--- config.mk ---
export PLATFORM = sky130hd
export DESIGN_NAME = c_subset_lexer
export DESIGN_NICKNAME = d
export VERILOG_FILES = /design/src/rtl/csl_pkg.sv /design/src/rtl/c_subset_lexer.sv /design/src/rtl/csl_step.sv
export SDC_FILE = /design/constraint.sdc
export NUM_CORES = 1
export LEC_CHECK = 0
export BUFFER_PORTS_ARGS = -buffer_cell sky130_fd_sc_hd__buf_2
export CELL_PAD_IN_SITES_DETAIL_PLACEMENT = 1
export CELL_PAD_IN_SITES_GLOBAL_PLACEMENT = 2
export CORE_MARGIN = 1
export CORE_UTILIZATION = 35
export CTS_CLUSTER_DIAMETER = 60
export DETAILED_ROUTE_END_ITERATION = 12
export PLACE_DENSITY = 0.7
export SLEW_MARGIN = 0
export SYNTH_ARGS = -nofsm -noshare
export SYNTH_HDL_FRONTEND = slang
export SYNTH_HIERARCHICAL = 1
export SYNTH_SLANG_ARGS = --single-unit
export TNS_END_PERCENT = 30
--- constraint.sdc ---
create_clock -name clock -period 10.7 [get_ports clock]
set_input_delay 1.07 -clock clock [delete_from_list [all_inputs] [get_ports clock]]
set_output_delay 1.07 -clock clock [all_outputs]
set_load 0.02 [all_outputs]
--- src/rtl/csl_pkg.sv ---
// csl_pkg: shared types, token codes and character class helpers for the lexer
// used by csl_step and c_subset_lexer; depends on nothing
package csl_pkg;

   localparam int POS_BITS_DEF = 32;
   localparam int LEN_BITS_DEF = 16;

   typedef enum logic [3:0] {
      M_IDLE, M_IDENT, M_INT, M_INT_DOT, M_FLOAT, M_OP,
      M_CH_OPEN, M_CH_ESC, M_CH_CLOSE, M_STRING
   } mode_type;

   localparam logic [3:0] K_KEYWORD = 4'd0;
   localparam logic [3:0] K_IDENT   = 4'd1;
   localparam logic [3:0] K_INT     = 4'd2;
   localparam logic [3:0] K_FLOAT   = 4'd3;
   localparam logic [3:0] K_CHAR    = 4'd4;
   localparam logic [3:0] K_STRING  = 4'd5;
   localparam logic [3:0] K_OP      = 4'd6;
   localparam logic [3:0] K_PUNCT   = 4'd7;
   localparam logic [3:0] K_ERROR   = 4'd8;
   localparam logic [3:0] K_END     = 4'd9;

   localparam logic [3:0] E_UNRECOGNISED = 4'd0;
   localparam logic [3:0] E_COMMA        = 4'd1;
   localparam logic [3:0] E_COMPOUND     = 4'd2;
   localparam logic [3:0] E_OPEN_CHAR    = 4'd3;
   localparam logic [3:0] E_OPEN_STRING  = 4'd4;
   localparam logic [3:0] E_EMPTY        = 4'd5;

   localparam logic [3:0] OP_ASSIGN   = 4'd5;
   localparam logic [3:0] OP_EQ       = 4'd9;
   localparam logic [3:0] CODE_NONE   = 4'd0;

   typedef struct packed {
      mode_type   mode;
      logic [3:0] held_op;
      logic       after_bs;
      logic       halted;
      logic       saw_byte;
   } lex_flags_type;

   function automatic logic is_alpha(input logic [7:0] c);
      return (c >= "a" && c <= "z") || (c >= "A" && c <= "Z") || c == "_";
   endfunction

   function automatic logic is_digit(input logic [7:0] c);
      return c >= "0" && c <= "9";
   endfunction

   function automatic logic is_space(input logic [7:0] c);
      return c == " " || (c >= 8'd9 && c <= 8'd13);
   endfunction

   // {hit, index} into "+-*/%=!<>"
   function automatic logic [4:0] op_index(input logic [7:0] c);
      logic [4:0] r;
      case (c)
         "+": r = {1'b1, 4'd0};
         "-": r = {1'b1, 4'd1};
         "*": r = {1'b1, 4'd2};
         "/": r = {1'b1, 4'd3};
         "%": r = {1'b1, 4'd4};
         "=": r = {1'b1, 4'd5};
         "!": r = {1'b1, 4'd6};
         "<": r = {1'b1, 4'd7};
         ">": r = {1'b1, 4'd8};
         default: r = 5'd0;
      endcase
      return r;
   endfunction

   // {hit, index} into "{}[]();"
   function automatic logic [4:0] punct_index(input logic [7:0] c);
      logic [4:0] r;
      case (c)
         "{": r = {1'b1, 4'd0};
         "}": r = {1'b1, 4'd1};
         "[": r = {1'b1, 4'd2};
         "]": r = {1'b1, 4'd3};
         "(": r = {1'b1, 4'd4};
         ")": r = {1'b1, 4'd5};
         ";": r = {1'b1, 4'd6};
         default: r = 5'd0;
      endcase
      return r;
   endfunction

   // len is the word length clipped to 7
   function automatic logic [4:0] kw_match(input logic [47:0] p, input logic [2:0] len);
      logic [4:0] r;
      r = 5'd0;
      if (len == 3'd6 && p == 48'("return")) r = {1'b1, 4'd0};
      if (len == 3'd2 && p == 48'("if"))     r = {1'b1, 4'd1};
      if (len == 3'd4 && p == 48'("else"))   r = {1'b1, 4'd2};
      if (len == 3'd5 && p == 48'("while"))  r = {1'b1, 4'd3};
      if (len == 3'd3 && p == 48'("for"))    r = {1'b1, 4'd4};
      if (len == 3'd4 && p == 48'("void"))   r = {1'b1, 4'd5};
      if (len == 3'd3 && p == 48'("int"))    r = {1'b1, 4'd6};
      if (len == 3'd5 && p == 48'("float"))  r = {1'b1, 4'd7};
      if (len == 3'd4 && p == 48'("char"))   r = {1'b1, 4'd8};
      if (len == 3'd6 && p == 48'("static")) r = {1'b1, 4'd9};
      return r;
   endfunction

endpackage

--- src/rtl/c_subset_lexer.sv ---
// c_subset_lexer: top level of the byte-stream tokenizer for a small C subset
// depends on csl_pkg and csl_step
//
// Usage: source bytes enter one per transaction on the req_ channel, req_tdata
// holding the byte and req_tlast marking the end of input (byte then ignored;
// a zero byte also ends the input). Token records leave on the rsp_ channel:
// kind, code, start offset and length in rsp_tdata, rsp_tlast on the last
// record caused by one input byte. A byte yields zero to three records.
// A byte is registered in the input register, its records in the group register
// when it advances. Throughput: one byte per cycle while each byte yields at most
// one record and the receiver is ready; a byte yielding more records holds the
// group register, which drains one record per cycle while rsp_tready is high.
// Reset clears all lexer state and drops any held byte or record. When the
// receiver stalls, the record register holds and one more byte is taken into
// the input register before req_tready falls.
module c_subset_lexer #(
   parameter int POS_BITS = csl_pkg::POS_BITS_DEF,
   parameter int LEN_BITS = csl_pkg::LEN_BITS_DEF
) (
   input  logic clock,
   input  logic reset,
   input  logic        req_tvalid,
   output logic        req_tready,
   input  logic [7:0]  req_tdata,  // char_byte
   input  logic        req_tlast,  // is_end
   output logic        rsp_tvalid,
   input  logic        rsp_tready,
   // token_kind[3:0], token_code[7:4], start_pos, token_len, zero fill
   output logic [((8+POS_BITS+LEN_BITS+7)/8)*8-1:0] rsp_tdata,
   output logic        rsp_tlast   // last_of_run
);
   import csl_pkg::*;

   localparam int DATA_W = ((8 + POS_BITS + LEN_BITS + 7) / 8) * 8;

   logic                 in_valid_ff;
   logic [7:0]           in_char_ff;
   logic                 in_end_ff;

   lex_flags_type        flags_ff, flags_in;
   logic [POS_BITS-1:0]  tstart_ff, tstart_in, bpos_ff, bpos_in;
   logic [LEN_BITS-1:0]  rlen_ff, rlen_in;
   logic [47:0]          prefix_ff, prefix_in;

   logic [1:0]              rec_cnt;
   logic [2:0][3:0]         rec_kind, rec_code;
   logic [2:0][POS_BITS-1:0] rec_start;
   logic [2:0][LEN_BITS-1:0] rec_len;

   logic                     grp_valid_ff;
   logic [1:0]               grp_cnt_ff, grp_idx_ff;
   logic [2:0][3:0]          grp_kind_ff, grp_code_ff;
   logic [2:0][POS_BITS-1:0] grp_start_ff;
   logic [2:0][LEN_BITS-1:0] grp_len_ff;

   logic grp_last, advance;

   csl_step #(.POS_BITS(POS_BITS), .LEN_BITS(LEN_BITS)) u_step (
      .char_byte(in_char_ff), .is_end(in_end_ff), .flags(flags_ff),
      .token_start(tstart_ff), .byte_pos(bpos_ff), .run_length(rlen_ff),
      .word_prefix(prefix_ff), .flags_nx(flags_in), .token_start_nx(tstart_in),
      .byte_pos_nx(bpos_in), .run_length_nx(rlen_in), .word_prefix_nx(prefix_in),
      .rec_cnt(rec_cnt), .rec_kind(rec_kind), .rec_code(rec_code),
      .rec_start(rec_start), .rec_len(rec_len)
   );

   assign grp_last   = (grp_idx_ff == grp_cnt_ff - 2'd1);
   assign advance    = in_valid_ff && (!grp_valid_ff || (rsp_tready && grp_last));
   assign req_tready = !in_valid_ff || advance;
   assign rsp_tvalid = grp_valid_ff;
   assign rsp_tlast  = grp_last;
   // zero fill up to whole bytes
   assign rsp_tdata  = DATA_W'({grp_len_ff[grp_idx_ff], grp_start_ff[grp_idx_ff],
                                grp_code_ff[grp_idx_ff], grp_kind_ff[grp_idx_ff]});

   always_ff @(posedge clock) begin
      if (reset) begin
         in_valid_ff  <= 1'b0;
         grp_valid_ff <= 1'b0;
         grp_cnt_ff   <= 2'd0;
         grp_idx_ff   <= 2'd0;
         flags_ff     <= '{mode: M_IDLE, held_op: 4'd0, after_bs: 1'b0, halted: 1'b0,
                           saw_byte: 1'b0};
         tstart_ff    <= '0;
         bpos_ff      <= '0;
         rlen_ff      <= '0;
         prefix_ff    <= '0;
      end else begin
         if (req_tvalid && req_tready) begin
            in_valid_ff <= 1'b1;
            in_char_ff  <= req_tdata;
            in_end_ff   <= req_tlast;
         end else if (advance) begin
            in_valid_ff <= 1'b0;
         end

         if (advance) begin
            flags_ff     <= flags_in;
            tstart_ff    <= tstart_in;
            bpos_ff      <= bpos_in;
            rlen_ff      <= rlen_in;
            prefix_ff    <= prefix_in;
            grp_valid_ff <= (rec_cnt != 2'd0);
            grp_cnt_ff   <= rec_cnt;
            grp_idx_ff   <= 2'd0;
            grp_kind_ff  <= rec_kind;
            grp_code_ff  <= rec_code;
            grp_start_ff <= rec_start;
            grp_len_ff   <= rec_len;
         end else if (grp_valid_ff && rsp_tready) begin
            if (grp_last) grp_valid_ff <= 1'b0;
            else grp_idx_ff <= grp_idx_ff + 2'd1;
         end
      end
   end

   a_idx_in_range: assert property (@(posedge clock) disable iff (reset)
      grp_valid_ff |-> (grp_idx_ff < grp_cnt_ff))
      else $error("record index beyond group count");

   a_group_continues: assert property (@(posedge clock) disable iff (reset)
      (rsp_tvalid && rsp_tready && !rsp_tlast) |=> rsp_tvalid)
      else $error("record group cut short");

   a_no_overrun: assert property (@(posedge clock) disable iff (reset)
      (in_valid_ff && !advance) |-> !req_tready)
      else $error("input register overrun");

endmodule

--- src/rtl/csl_step.sv ---
// csl_step: next-state and token record logic for one source byte
// depends on csl_pkg
module csl_step #(
   parameter int POS_BITS = csl_pkg::POS_BITS_DEF,
   parameter int LEN_BITS = csl_pkg::LEN_BITS_DEF
) (
   input  logic [7:0]                  char_byte,
   input  logic                        is_end,
   input  csl_pkg::lex_flags_type      flags,
   input  logic [POS_BITS-1:0]         token_start,
   input  logic [POS_BITS-1:0]         byte_pos,
   input  logic [LEN_BITS-1:0]         run_length,
   input  logic [47:0]                 word_prefix,
   output csl_pkg::lex_flags_type      flags_nx,
   output logic [POS_BITS-1:0]         token_start_nx,
   output logic [POS_BITS-1:0]         byte_pos_nx,
   output logic [LEN_BITS-1:0]         run_length_nx,
   output logic [47:0]                 word_prefix_nx,
   output logic [1:0]                  rec_cnt,
   output logic [2:0][3:0]             rec_kind,
   output logic [2:0][3:0]             rec_code,
   output logic [2:0][POS_BITS-1:0]    rec_start,
   output logic [2:0][LEN_BITS-1:0]    rec_len
);
   import csl_pkg::*;

   localparam logic [LEN_BITS-1:0] LEN_MAX = '1;
   localparam logic [LEN_BITS-1:0] LEN_ONE = LEN_BITS'(1);

   logic [LEN_BITS-1:0] run_inc, run_inc2;
   logic [POS_BITS-1:0] pos_prev;
   logic [2:0]          len_clip;
   logic [4:0]          kw, opi, pci;

   assign run_inc  = (run_length == LEN_MAX) ? run_length : run_length + LEN_ONE;
   assign run_inc2 = (run_inc == LEN_MAX) ? run_inc : run_inc + LEN_ONE;
   assign pos_prev = byte_pos - POS_BITS'(1);
   assign len_clip = (run_length > LEN_BITS'(6)) ? 3'd7 : run_length[2:0];
   assign kw  = kw_match(word_prefix, len_clip);
   assign opi = op_index(char_byte);
   assign pci = punct_index(char_byte);

   always_comb begin
      logic [1:0] n;
      logic       do_idle;
      n = 2'd0;
      do_idle = 1'b0;
      flags_nx = flags;
      token_start_nx = token_start;
      byte_pos_nx = byte_pos;
      run_length_nx = run_length;
      word_prefix_nx = word_prefix;
      rec_kind = '0;
      rec_code = '0;
      rec_start = '0;
      rec_len = '0;

      if (!is_end && char_byte != 8'd0) begin
         flags_nx.saw_byte = 1'b1;
         byte_pos_nx = byte_pos + POS_BITS'(1);
         if (!flags.halted) begin
            case (flags.mode)
               M_IDENT: begin
                  if (is_alpha(char_byte) || is_digit(char_byte)) begin
                     if (run_length < LEN_BITS'(6))
                        word_prefix_nx = {word_prefix[39:0], char_byte};
                     run_length_nx = run_inc;
                  end else begin
                     rec_kind[n] = kw[4] ? K_KEYWORD : K_IDENT;
                     rec_code[n] = kw[4] ? kw[3:0] : CODE_NONE;
                     rec_start[n] = token_start; rec_len[n] = run_length; n = n + 2'd1;
                     do_idle = 1'b1;
                  end
               end
               M_INT: begin
                  if (is_digit(char_byte)) run_length_nx = run_inc;
                  else if (char_byte == ".") flags_nx.mode = M_INT_DOT;
                  else begin
                     rec_kind[n] = K_INT; rec_code[n] = CODE_NONE;
                     rec_start[n] = token_start; rec_len[n] = run_length; n = n + 2'd1;
                     do_idle = 1'b1;
                  end
               end
               M_INT_DOT: begin
                  if (is_digit(char_byte)) begin
                     run_length_nx = run_inc2;
                     flags_nx.mode = M_FLOAT;
                  end else begin
                     rec_kind[n] = K_INT; rec_code[n] = CODE_NONE;
                     rec_start[n] = token_start; rec_len[n] = run_length; n = n + 2'd1;
                     rec_kind[n] = K_ERROR; rec_code[n] = E_UNRECOGNISED;
                     rec_start[n] = pos_prev; rec_len[n] = LEN_ONE; n = n + 2'd1;
                     flags_nx.halted = 1'b1; flags_nx.mode = M_IDLE; flags_nx.held_op = '0;
                  end
               end
               M_FLOAT: begin
                  if (is_digit(char_byte)) run_length_nx = run_inc;
                  else begin
                     rec_kind[n] = K_FLOAT; rec_code[n] = CODE_NONE;
                     rec_start[n] = token_start; rec_len[n] = run_length; n = n + 2'd1;
                     do_idle = 1'b1;
                  end
               end
               M_OP: begin
                  if (char_byte == "=" && flags.held_op >= OP_ASSIGN) begin
                     run_length_nx = run_inc;
                     rec_kind[n] = K_OP;
                     rec_code[n] = (flags.held_op == OP_ASSIGN) ? OP_EQ
                                                               : flags.held_op + 4'd4;
                     rec_start[n] = token_start; rec_len[n] = run_inc; n = n + 2'd1;
                     flags_nx.mode = M_IDLE; flags_nx.held_op = '0;
                  end else if (char_byte == "=") begin
                     run_length_nx = run_inc;
                     rec_kind[n] = K_ERROR; rec_code[n] = E_COMPOUND;
                     rec_start[n] = token_start; rec_len[n] = run_inc; n = n + 2'd1;
                     flags_nx.halted = 1'b1; flags_nx.mode = M_IDLE; flags_nx.held_op = '0;
                  end else begin
                     rec_kind[n] = K_OP; rec_code[n] = flags.held_op;
                     rec_start[n] = token_start; rec_len[n] = run_length; n = n + 2'd1;
                     flags_nx.held_op = '0;
                     do_idle = 1'b1;
                  end
               end
               M_CH_OPEN: begin
                  run_length_nx = run_inc;
                  flags_nx.mode = (char_byte == "\\") ? M_CH_ESC : M_CH_CLOSE;
               end
               M_CH_ESC: begin
                  run_length_nx = run_inc;
                  flags_nx.mode = M_CH_CLOSE;
               end
               M_CH_CLOSE: begin
                  if (char_byte == "'") begin
                     run_length_nx = run_inc;
                     rec_kind[n] = K_CHAR; rec_code[n] = CODE_NONE;
                     rec_start[n] = token_start; rec_len[n] = run_inc; n = n + 2'd1;
                     flags_nx.mode = M_IDLE;
                  end else begin
                     rec_kind[n] = K_ERROR; rec_code[n] = E_OPEN_CHAR;
                     rec_start[n] = token_start; rec_len[n] = run_length; n = n + 2'd1;
                     flags_nx.halted = 1'b1; flags_nx.mode = M_IDLE; flags_nx.held_op = '0;
                  end
               end
               M_STRING: begin
                  run_length_nx = run_inc;
                  if (flags.after_bs) flags_nx.after_bs = 1'b0;
                  else if (char_byte == "\\") flags_nx.after_bs = 1'b1;
                  else if (char_byte == "\"") begin
                     rec_kind[n] = K_STRING; rec_code[n] = CODE_NONE;
                     rec_start[n] = token_start; rec_len[n] = run_inc; n = n + 2'd1;
                     flags_nx.mode = M_IDLE;
                  end
               end
               default: do_idle = 1'b1;
            endcase

            // byte that starts a new token or stands alone
            if (do_idle) begin
               flags_nx.mode = M_IDLE;
               if (is_space(char_byte)) begin
               end else if (is_alpha(char_byte)) begin
                  flags_nx.mode = M_IDENT; token_start_nx = byte_pos;
                  run_length_nx = LEN_ONE; word_prefix_nx = {40'd0, char_byte};
               end else if (is_digit(char_byte)) begin
                  flags_nx.mode = M_INT; token_start_nx = byte_pos; run_length_nx = LEN_ONE;
               end else if (pci[4]) begin
                  rec_kind[n] = K_PUNCT; rec_code[n] = pci[3:0];
                  rec_start[n] = byte_pos; rec_len[n] = LEN_ONE; n = n + 2'd1;
               end else if (char_byte == ",") begin
                  rec_kind[n] = K_ERROR; rec_code[n] = E_COMMA;
                  rec_start[n] = byte_pos; rec_len[n] = LEN_ONE; n = n + 2'd1;
                  flags_nx.halted = 1'b1; flags_nx.held_op = '0;
               end else if (opi[4]) begin
                  flags_nx.mode = M_OP; token_start_nx = byte_pos; run_length_nx = LEN_ONE;
                  flags_nx.held_op = opi[3:0];
               end else if (char_byte == "'") begin
                  flags_nx.mode = M_CH_OPEN; token_start_nx = byte_pos; run_length_nx = LEN_ONE;
               end else if (char_byte == "\"") begin
                  flags_nx.mode = M_STRING; token_start_nx = byte_pos; run_length_nx = LEN_ONE;
                  flags_nx.after_bs = 1'b0;
               end else begin
                  rec_kind[n] = K_ERROR; rec_code[n] = E_UNRECOGNISED;
                  rec_start[n] = byte_pos; rec_len[n] = LEN_ONE; n = n + 2'd1;
                  flags_nx.halted = 1'b1; flags_nx.held_op = '0;
               end
            end
         end
      end else begin
         // end of input: flush, report, then back to reset state
         if (!(flags.saw_byte || !is_end)) begin
            rec_kind[n] = K_ERROR; rec_code[n] = E_EMPTY;
            rec_start[n] = '0; rec_len[n] = '0; n = n + 2'd1;
         end else if (!flags.halted) begin
            case (flags.mode)
               M_IDENT: begin
                  rec_kind[n] = kw[4] ? K_KEYWORD : K_IDENT;
                  rec_code[n] = kw[4] ? kw[3:0] : CODE_NONE;
                  rec_start[n] = token_start; rec_len[n] = run_length; n = n + 2'd1;
               end
               M_INT: begin
                  rec_kind[n] = K_INT; rec_code[n] = CODE_NONE;
                  rec_start[n] = token_start; rec_len[n] = run_length; n = n + 2'd1;
               end
               M_INT_DOT: begin
                  rec_kind[n] = K_INT; rec_code[n] = CODE_NONE;
                  rec_start[n] = token_start; rec_len[n] = run_length; n = n + 2'd1;
                  rec_kind[n] = K_ERROR; rec_code[n] = E_UNRECOGNISED;
                  rec_start[n] = pos_prev; rec_len[n] = LEN_ONE; n = n + 2'd1;
               end
               M_FLOAT: begin
                  rec_kind[n] = K_FLOAT; rec_code[n] = CODE_NONE;
                  rec_start[n] = token_start; rec_len[n] = run_length; n = n + 2'd1;
               end
               M_OP: begin
                  rec_kind[n] = K_OP; rec_code[n] = flags.held_op;
                  rec_start[n] = token_start; rec_len[n] = run_length; n = n + 2'd1;
               end
               M_CH_OPEN, M_CH_ESC, M_CH_CLOSE: begin
                  rec_kind[n] = K_ERROR; rec_code[n] = E_OPEN_CHAR;
                  rec_start[n] = token_start; rec_len[n] = run_length; n = n + 2'd1;
               end
               M_STRING: begin
                  rec_kind[n] = K_ERROR; rec_code[n] = E_OPEN_STRING;
                  rec_start[n] = token_start; rec_len[n] = run_length; n = n + 2'd1;
               end
               default: begin
               end
            endcase
         end
         rec_kind[n] = K_END; rec_code[n] = CODE_NONE;
         rec_start[n] = byte_pos; rec_len[n] = '0; n = n + 2'd1;
         flags_nx = '{mode: M_IDLE, held_op: 4'd0, after_bs: 1'b0, halted: 1'b0,
                      saw_byte: 1'b0};
         token_start_nx = '0;
         byte_pos_nx = '0;
         run_length_nx = '0;
         word_prefix_nx = '0;
      end
      rec_cnt = n;
   end

endmodule
After elaboration in Yosys (flattened, before gate mapping):

Cells that the tools add are included.
W data, S select, Z words.

* add/subtract/negate cells: 9
* order comparisons: 16
* equality and inequality tests: 64
* multiplexer cells: 294
* bitwise logic cells: 23
* reduce and logical (&&, ||, !) cells: 54

Operator list (number)
* $mux W32: 33
* $mux W96: 11
* $mux W48: 19
* $mux W16: 37
* $mux W12: 22
* $mux W4: 53
* $bwmux W96: 2
* $pmux W32 S6: 1
* $eq A48 B31 Y1 const B: 3
* $eq A8 B6 Y1 const B: 17
* $demux W32 S2: 2
* $mux W64: 2
* $pmux W16 S7: 1
* $eq A48 B23 Y1 const B: 2
* $eq A48 B39 Y1 const B: 2
* $eq A48 B47 Y1 const B: 2
* $pmux W16 S6: 1
* $bmux W32 S2: 1
* $demux W16 S2: 2
* $mux W8: 7
* $pmux W4 S7: 2
* $mux W5: 10
* $and A32 B48 Y48: 1
* $eq A48 B15 Y1 const B: 1
* other kinds (80): 226

* register bits after elaboration: 322
* bits of input ports: 13
* output and inout bits: 59
* logic and storage cells: 487

Longest topological paths before layout:

* depth in word-level cells: 31
* depth in mapped cells: 16
* depth with buffers taken out: 14

Hierarchy:

The synthesis kept the hierarchy.

Modules (own cells, without submodules)
* c_subset_lexer: times used 1, cells each 1010, area an instance 12929.9 um2, sequential area each 8217.9 um2
* csl_step: times used 1, cells each 1605, area an instance 9656.8 um2, sequential area each 0.0 um2

Worst setup path before layout:

OpenSTA, ideal clock, no wires.

* path kind: in2reg
* start point: input rsp_tready
* end point: register grp_code_ff[0] in the netlist's numbering (enable)
* setup time: 698 ps
* arrival time: 8829 ps
* required time: 10002 ps
* setup slack: 1173 ps
* stages on the path: 6
* path buffers: 2
* cells stage by stage: nand4b_1 > mux2i_1 > nor2_2 > buf_2 > buf_4 > nor2_1

* longest elaborated chain between the ends: 4

RTL lines
* from (decl): RTL line c_subset_lexer.sv:27 `input logic rsp_tready,`
* $logic_and A1 B1 Y1: RTL line c_subset_lexer.sv:68 `assign advance = in_valid_ff && (!grp_valid_ff || (rsp_tready && grp_last));`
* $logic_or A1 B1 Y1: RTL line c_subset_lexer.sv:68
* $logic_and A1 B1 Y1: RTL line c_subset_lexer.sv:68
* $reduce_and A2 Y1 (no source line)
* to (signal assigned): RTL line c_subset_lexer.sv:107 `grp_code_ff <= rec_code;`
* to (decl): RTL line c_subset_lexer.sv:52 `logic [2:0][3:0] grp_kind_ff, grp_code_ff;`

No other way between the ends.
A chain may end at the register's enable or synchronous reset.

==> metrics.txt <==
post-synth cell types roughly 110; # IOs 72; Final Max Slew Viols 0; DRC 0; first-pass GRT wire length 123700 um; Initial DRT Pass Iterations 6; DP HPWL between 50000 and 60000 um; H-tree depth 2; vias in the first global route 20263; r2r setup slk 5.29 ns; largest net degree at the start of global routing 121; CP Launch Type flop; Cell Area, Synth 0.02259 sq mm; Post-synth ARST share 0; initial DRC count 1407; Power per Cell Area around 130 mW/mm^2; CTS Root Cell clkbuf_16; RSZ-0062 raised after global routing false; worst hold endpoint flags_ff[0]$_SDFFE_PP0P_; Crit. End Element flop; Slew @ Worst Pin around 1.4 ns; Max FO, Critical Path 26; initial core utilization 0.3561; Clock transition at path regs 0.06 ns; hold depth 2; row count just over 90; commonest non-fill, non-tap cell in the layout nand2b_1; R2R depth 11; CTS tree built; GPL Wtd Cong roughly 0.91; final WL 80740 um; leakage power 8.688 nW; routed length per instance 23.46 um; min Tclk post-route 5.413 ns; Max Freq about 180 MHz; clk buf depth 3; gate count after technology mapping approximately 2600; Die Y 256.0 um; relative slew slack 0.03721; overall overflow remaining after global route 0; Core Util, Final 0.3935; setup tns final 0 ns; Net count, final 2580; most frequent cells in the layout 297 x nand2b_1, 244 x mux2i_1, 207 x nor2_1, 191 x nand2_1, 177 x edfxtp_1; Final Hold Fails 0; CTS buffer count 49; fraction of layout cells with a size suffix above 1 0.1021; Setup CP Type flop to flop; Yosys reg bits about 320; antenna violations before repair 4; Worst EP required 11.05 ns; Final Cycle Share 0.5059; CTS sink count 322; Via Count 20259; Vias/cell 5.888; post-route ant nets 0; worst path arrival time 5.76 ns; Layout area overhead 10.50%; die area 0.06555 sq mm; ant diodes 0; Synth Warn # 6; post-CTS sizing 0; Post-synth EDFFs 177; reg2reg end grp_code_ff[3]$_DFFE_PP_; syn_area_per_cell 8.637 sq um; Die X approximately 260 um; post-CTS setup buffers 0; Tot GR Track Use 0.2396; Clock Latency Late Sink a little over 0.6 ns; final setup vio count 0; status finished clean; port bufs 71; Critical R2R Launch in_char_ff[3]$_DFFE_PP_; CTS hold repair buffers 0; VDD IR max 0.0001010 V; Synth Flop Type edfxtp_1; Seq/Total Area, Yosys 0.3638; Setup Skew approximately 0.027 ns; worst hold start flags_ff[0]$_SDFFE_PP0P_; CORE AREA 0.06343 sq mm; Hold Path Class flop to flop; Max-Cap Viols 0
==> worst max-delay path, stage by stage, from the launching register on <==
cell       delay (ns)
edfxtp_1         0.82
o21ai_1          0.22
and4_1           0.27
buf_4            0.21
nor2_1           0.13
buf_4            0.26
clkinv_1         0.77
ha_1             0.63
and3_1           0.50
a2111oi_0        0.82
a31oi_1          0.09
o21ai_1          0.41
==> power by group <==
group          internal [mW]  switching, mW
clock                  0.964          0.657
combinational         0.0976          0.218
sequential              1.33         0.0177
total                   2.39          0.892
==> routing by layer <==
metal / routed length [um] / GRT usage / up-vias / share of wire
li1: - / - / 9366 / -
met1: 39650 / 0.3457 / 10213 / 0.49
met2: 35170 / 0.3674 / 542 / 0.44
met5: 0 / 0 / - / 0
met3: 3729 / 0.02961 / 138 / 0.046
met4: 2191 / 0.08067 / 0 / 0.027
==> state kept, by name (all words and copies together), names as in the netlist <==
signal / count
grp_code_ff: 12
bpos_ff: 32
in_char_ff: 8
in_end_ff: 1
prefix_ff: 48
rlen_ff: 16
grp_len_ff: 48
grp_start_ff: 96
grp_cnt_ff: 2
tstart_ff: 32
flags_ff: 11
grp_idx_ff: 2
in_valid_ff: 1
grp_kind_ff: 12
rsp_tvalid: 1
==> cell usage after synthesis, types with 20 or more instances <==
cell type,count,share of area
a21oi_1,133,0.029
a22oi_1,39,0.013
clkbuf_1,145,0.024
buf_4,44,0.015
buf_1,20,0.0033
nand3_1,57,0.013
mux2i_1,244,0.11
nand4_1,35,0.0097
nand2_1,192,0.032
xor2_1,25,0.0097
and3_1,48,0.013
o22ai_1,46,0.013
buf_2,51,0.011
nand2b_1,297,0.082
nor2_1,209,0.035
o21ai_0,132,0.029
nor3_1,62,0.014
nor2b_1,43,0.012
a31oi_1,37,0.010
edfxtp_1,177,0.24
dfxtp_1,145,0.13
a22o_1,52,0.020
inv_1,30,0.0050
==> cell type report <==
| cell class | instances | area, sq um |
|---|---|---|
| sequential | 322 | 8223 |
| clock buffer | 65 | 1369 |
| clock inverter | 27 | 259.0 |
| tap | 846 | 1059 |
| timing repair buffer | 120 | 742.0 |
| inverter | 33 | 123.9 |
| multi-input combinational | 2028 | 13180 |
| fill | 7408 | 38470 |
==> cells by family (layout without fill, tap and decap cells) <==
logic type / count (synthesis) / in the layout / share of synthesized area
multiplexers: 246 / 246 / 0.1091
AND/OR/NAND/NOR: 1095 / 1095 / 0.2685
adder cells (fa/ha/maj): 15 / 15 / 0.008088
flip-flops: 322 / 322 / 0.3638
AO/OA/AOI/OAI: 596 / 596 / 0.1726
buffers and inverters: 296 / 245 / 0.06033
XOR/XNOR: 44 / 44 / 0.01739
other: 1 / 32 / 0.0001660
==> per-stage QoR <==
step | hold slack, ns | setup WS [ns] | std cells | total power [mW] | area (sq um)
global placement | 0.4721 | 5.605 | 3349 | 1.685 | 23330
CTS | 0.5134 | 5.529 | 3441 | 3.333 | 24960
detailed placement | 0.5033 | 5.535 | 3349 | 1.690 | 23330
floorplan | 0.4486 | 1.173 | 2646 | 1.599 | 22700
global route | 0.5330 | 5.095 | 3441 | 3.397 | 24960
finish | 0.5062 | 5.287 | 3441 | 3.286 | 24960
==> how the worst max path moves through the flow <==
stage                                   from                  endpoint  slack, ns  depth (start not counted)
finish               in_char_ff[3]$_DFFE_PP_  grp_code_ff[3]$_DFFE_PP_       5.29                         11
floorplan                         rsp_tready  grp_code_ff[0]$_DFFE_PP_       1.17                          6
detailed placement   in_char_ff[3]$_DFFE_PP_  grp_code_ff[3]$_DFFE_PP_       5.53                         11
global route         in_char_ff[3]$_DFFE_PP_  grp_code_ff[3]$_DFFE_PP_       5.09                         11
CTS                 flags_ff[7]$_SDFFE_PP0P_  grp_code_ff[3]$_DFFE_PP_       5.53                          9
global placement     in_char_ff[3]$_DFFE_PP_  grp_code_ff[3]$_DFFE_PP_       5.61                         11
No activity file was read; power rests on OpenSTA's default activity.
